===== config.mk =====
export PLATFORM = sky130hd
export DESIGN_NAME = acd_ram
export DESIGN_NICKNAME = d
export VERILOG_FILES = /design/src/rtl/acd_ram.sv
export SDC_FILE = /design/constraint.sdc
export NUM_CORES = 1
export LEC_CHECK = 0
export BUFFER_PORTS_ARGS = -buffer_cell sky130_fd_sc_hd__buf_2
export CAP_MARGIN = 5
export CORE_MARGIN = 1.5
export CORE_UTILIZATION = 30
export CTS_CLUSTER_DIAMETER = 60
export DETAILED_ROUTE_END_ITERATION = 7
export HOLD_SLACK_MARGIN = 0.02
export PLACE_DENSITY_LB_ADDON = 0.25
export SLEW_MARGIN = 40
export SYNTH_ARGS = -nofsm -noshare
export SYNTH_HDL_FRONTEND = slang
export SYNTH_SLANG_ARGS = --single-unit

===== constraint.sdc =====
create_clock -name clk_i -period 17.5 [get_ports clk_i]
set_input_delay 5.25 -clock clk_i [delete_from_list [all_inputs] [get_ports clk_i]]
set_output_delay 5.25 -clock clk_i [all_outputs]
set_load 0.02 [all_outputs]

===== src/rtl/acd_ram.sv =====
module acd_ram #(
  parameter int unsigned WIDTH = 128,
  parameter int unsigned DEPTH = 11
) (
  input  logic                     clk_i,
  input  logic                     we_i,
  input  logic [$clog2(DEPTH)-1:0] waddr_i,
  input  logic [WIDTH-1:0]         wdata_i,
  input  logic [$clog2(DEPTH)-1:0] raddr_i,
  output logic [WIDTH-1:0]         rdata_o
);

  logic [WIDTH-1:0] mem_q [DEPTH];
  logic [WIDTH-1:0] rdata_q;

  // One write port, one registered read port
  always_ff @(posedge clk_i) begin
    if (we_i) begin
      mem_q[waddr_i] <= wdata_i;
    end
    rdata_q <= mem_q[raddr_i];
  end

  assign rdata_o = rdata_q;

endmodule


# Word-level counts from Yosys, hierarchy flattened
# Memories as Yosys holds them, arrays and structs flattened. A register that Yosys moved wholly into a read port is not among the register bits.
# Index checks and enable logic that the tools add are counted.
# totals
ff_bits	0
mem_bits_rw	1408
inputBits	138
out_inout_bits	128
elab_cells	3
mem_count	1
# memory_table
memory	depth	width	rd	rd_clocked_by_memory_dff	write_ports	line_no	rtl
mem_q	11	128	1	1	1	13	logic [WIDTH-1:0] mem_q [DEPTH];
# op_classes
muxes	2
# op_table
op	n
1-bit two-way mux	2

# Logic depth before layout (Yosys ltp)
# depth
word_depth	2
ltp_mapped	6

# Least setup slack after synthesis
# No wires, ideal clock.
# synth_timing
kind	input-to-reg
from	in waddr_i[3]
to	mem mem_q[0][0] (enable)
setup_time_ns	0.774
arrival_ns	14.404
required_time_ns	16.726
setup_slack_ns	2.322
cell_stages	2
n_path_buf	0
path_cell_list	or3b_2 nor3_1
# synth_rtl
item	line_no	rtl
start, declared	7	input logic [$clog2(DEPTH)-1:0] waddr_i,
end, declared	13	
# No word-level cell before the write port.

==> out/summary.log <==
qor: status.status completed
qor: clock_network.numCtsBuffers 177
qor: drt.route.detailed.drc 0
qor: global_route.grt_first_pass_wirelength 209000 um
qor: critical_path.startpoint_type input port
qor: timing.slew_of_the_pin_with_the_lowest_slew_margin 0.872 ns
qor: clock_network.cts-hold-fix-buffers 0
qor: drt.starting_drt_drc_count 1676
qor: global_route.largest_net_degree_at_the_start_of_global_routing 88
qor: yosys.postSynth.topFlopCell edfxtp_1
qor: power_and_ir_drop.p_sw_share 22.0%
qor: clock_network.clk-insertion-delay-late 0.81 ns
qor: global_route.first_global_vias 29600
qor: cells_and_area.finalNonFillerCells 6025
qor: yosys.synthArstFlopShare 0%
qor: yosys.cell_types_with_the_largest_area_share_after_synthesis edfxtp_1 74%, mux2_2 7.5%, dfxtp_1 4.5%, mux2i_1 4.5%, a22o_1 2.0%
qor: yosys.yosysMostFrequentCell edfxtp_1
qor: power_and_ir_drop.comb_power_share 5.3%
qor: drt.final_antenna_net_count 0
qor: cells_and_area.post_route_cell_area 0.0677 mm2
qor: clock_network.cts_tree yes
qor: power_and_ir_drop.power.share.sequential 50.8%
qor: timing.final-hold-violation-count 0
qor: yosys.synth.yosys.seq_area_share 78.0%
qor: critical_path.worst_ep_required_time 18.15 ns
qor: place.post_dp_cell_area 0.0620 mm2
qor: flow_run.max_cap_viol_count 0
qor: timing.layout_worst_path_cycle_share 46.6%
qor: yosys.synth_area 0.0575 mm2
qor: yosys.post-synth-top-area-fraction 73.6%
qor: power_and_ir_drop.powerDensity 120 mW/mm2
qor: critical_path.worst_ep_arrival 8.80 ns
qor: hold_path.hold_class flop to flop
qor: clock_network.cts_setup_buffers 0
qor: timing.rsz_0062_raised_after_global_routing false
qor: clock_network.cts_root_buffer clkbuf_16
qor: timing.setup_total_negative_slack 0 ns
qor: place.place.detailed.hpwl 75800 um
qor: critical_path.crit_path_max_fanout 78
qor: drt.drtPass1Iterations 5
qor: critical_path.setup.worst_path.class input port to flop
qor: drt.detail_route.vias_per_cell 4.75
qor: clock_network.clock_path_buffers 3
qor: cells_and_area.area_growth_syn_to_layout 17.8%
qor: power_and_ir_drop.clock_power_share 44.0%
qor: yosys.synth_commonest_cells 1408 x edfxtp_1, 384 x mux2_2, 256 x mux2i_1
qor: floorplan.num_io_pins 266
qor: yosys.post-synth-top-area-cell edfxtp_1
qor: power_and_ir_drop.leakagePower 22.5 nW
qor: drt.routed_wire_length_per_instance 24.0 um
qor: cells_and_area.post_layout_net_count 3494
qor: cells_and_area.seqCellArea 0.0448 mm2
qor: timing.setup_violations 0
qor: floorplan.dieArea 0.194 mm2
qor: global_route.grtUsageTotal 14.8%
qor: place.gpl.final_weighted_congestion 0.691
qor: yosys.synth.distinct_cells 20
qor: drt.vias 28600
qor: cells_and_area.fillers 17900
qor: clock_network.num_clock_sinks 1536
qor: drt.routed_wirelength 144000 um
qor: clock_network.ctsResizeCount 0
qor: yosys.syn_area_per_cell 19.0 um2
qor: critical_path.critical_path.endpoint_type flop
qor: yosys.yosys_warnings 0
qor: timing.skew 0.0266 ns
qor: floorplan.design.core.area 0.190 mm2
qor: cells_and_area.drive_above_1_share 28.2%
qor: timing.maxClockFrequency 123 MHz
qor: floorplan.row_count 160
qor: power_and_ir_drop.power.internal 6.35 mW
qor: floorplan.chipHeight 441 um
qor: floorplan.die_x 441 um
qor: yosys.total_nets_after_synthesis 3159
qor: floorplan.initial_core_util 30.2%
qor: cells_and_area.multiInputGateArea 0.0117 mm2
qor: global_route.antenna_found_initial 46
qor: clock_network.clkTransAtPathRegs 0.06 ns
qor: yosys.number_of_enable_type_register_cells_in_the_synthesized_netlist 1408
qor: timing.period_minus_slack 8.15 ns
qor: power_and_ir_drop.power_dissipated_by_switching_net_loads 1.79 mW
qor: yosys.netlist_instances 3021
qor: yosys.ff_latch_count_synth 1536
qor: clock_network.cts_htree_levels 4
qor: global_route.globalRouteOverflowTotal 0
qor: place.place_inst 5687
qor: power_and_ir_drop.ir_drop 0.0762 mV
qor: timing.finalMaxSlewViolations 0
qor: critical_path.reg2reg_setup_slack 16.08 ns
qor: place.io_buffer_count 265
qor: timing.max-slew-margin-rel 41.8%
-- through the flow --
step | total power, mW | utilization [%] | worst slack, ns | hold WS, ns
3_3_place_gp | 4.64 | 32.4 | 8.39 | 0.557
3_5_place_dp | 4.65 | 32.6 | 8.53 | 0.560
2_1_floorplan | 4.46 | - | 2.32 | 0.539
5_1_grt | 8.42 | 35.6 | 9.18 | 0.606
6_report | 8.14 | 35.6 | 9.35 | 0.559
4_1_cts | 8.25 | 35.6 | 9.40 | 0.561
-- cells in the final DEF (no fill, tap or decap), drive strengths merged --
master / instances
or3b: 1
nor2b: 1
nand2b: 131
nor2: 9
diode: 10
o211ai: 128
clkinv: 51
o31ai: 128
inv: 16
bufinv: 10
edfxtp: 1408
buf: 340
a22o: 128
clkbuf: 247
dfxtp: 128
clkinvlp: 3
nand3b: 2
nand2: 2
nor3: 3
o22ai: 128
mux2i: 256
mux2: 384
-- routing by layer --
layer / vias to the layer above / share of wire [%] / global-route usage [%]
met5: - / 0.097 / 0
met2: 574 / 50 / 25.5
li1: 12900 / - / -
met1: 14900 / 43 / 18.8
met4: 24 / 2.3 / 3.71
met3: 260 / 4.3 / 3.06
-- worst max-delay path: stages --
cell,delay (ns)
buf_8,0.36
buf_4,0.68
buf_4,0.67
buf_12,0.24
buf_16,0.36
buf_16,0.35
mux2_2,0.38
o211ai_1,0.19
o31ai_1,0.10
-- sequential cells by signal, summed over array words and instances, names as in the netlist --
register,flops
mem_q,1408
rdata_o,128
-- worst paths after layout --
kind | start | to | cells after the start
setup reg to reg | mem_q[3][15]$_DFFE_PP_ | rdata_o[15]$_DFF_P_ | 3
hold reg to reg | mem_q[10][76]$_DFFE_PP_ | rdata_o[76]$_DFF_P_ | 3
setup / recovery | raddr_i[0] | rdata_o[91]$_DFF_P_ | 9
hold / removal | mem_q[10][76]$_DFFE_PP_ | rdata_o[76]$_DFF_P_ | 3
-- cell families (layout without fill, tap and decap cells) --
logic type             count (synthesis)  count (layout)  synth area share, %
flip-flops                          1536            1536                 78.0
multiplexers                         640             640                 12.0
AO/OA/AOI/OAI                        512             512                 6.69
buffers and inverters                184             667                 1.71
AND/OR/NAND/NOR                      149             149                 1.58
other                                  0              10                    0
-- layout make-up --
class	count	area share, %
sequential	1536	66.2
multi-input combinational	1301	17.3
clock buffer	247	7.17
tap	2511	4.64
timing repair buffer	340	3.40
clock inverter	80	1.17
antenna	10	0.0370
-- power by group through the flow --
stage	clock, mW	sequential [mW]	combinational, mW
2_1_floorplan	0	4.25	0.216
3_3_place_gp	0	4.21	0.432
3_5_place_dp	0	4.21	0.438
4_1_cts	3.68	4.14	0.440
5_1_grt	3.82	4.14	0.466
6_report	3.58	4.13	0.428
(Power assumes the default switching activity.)
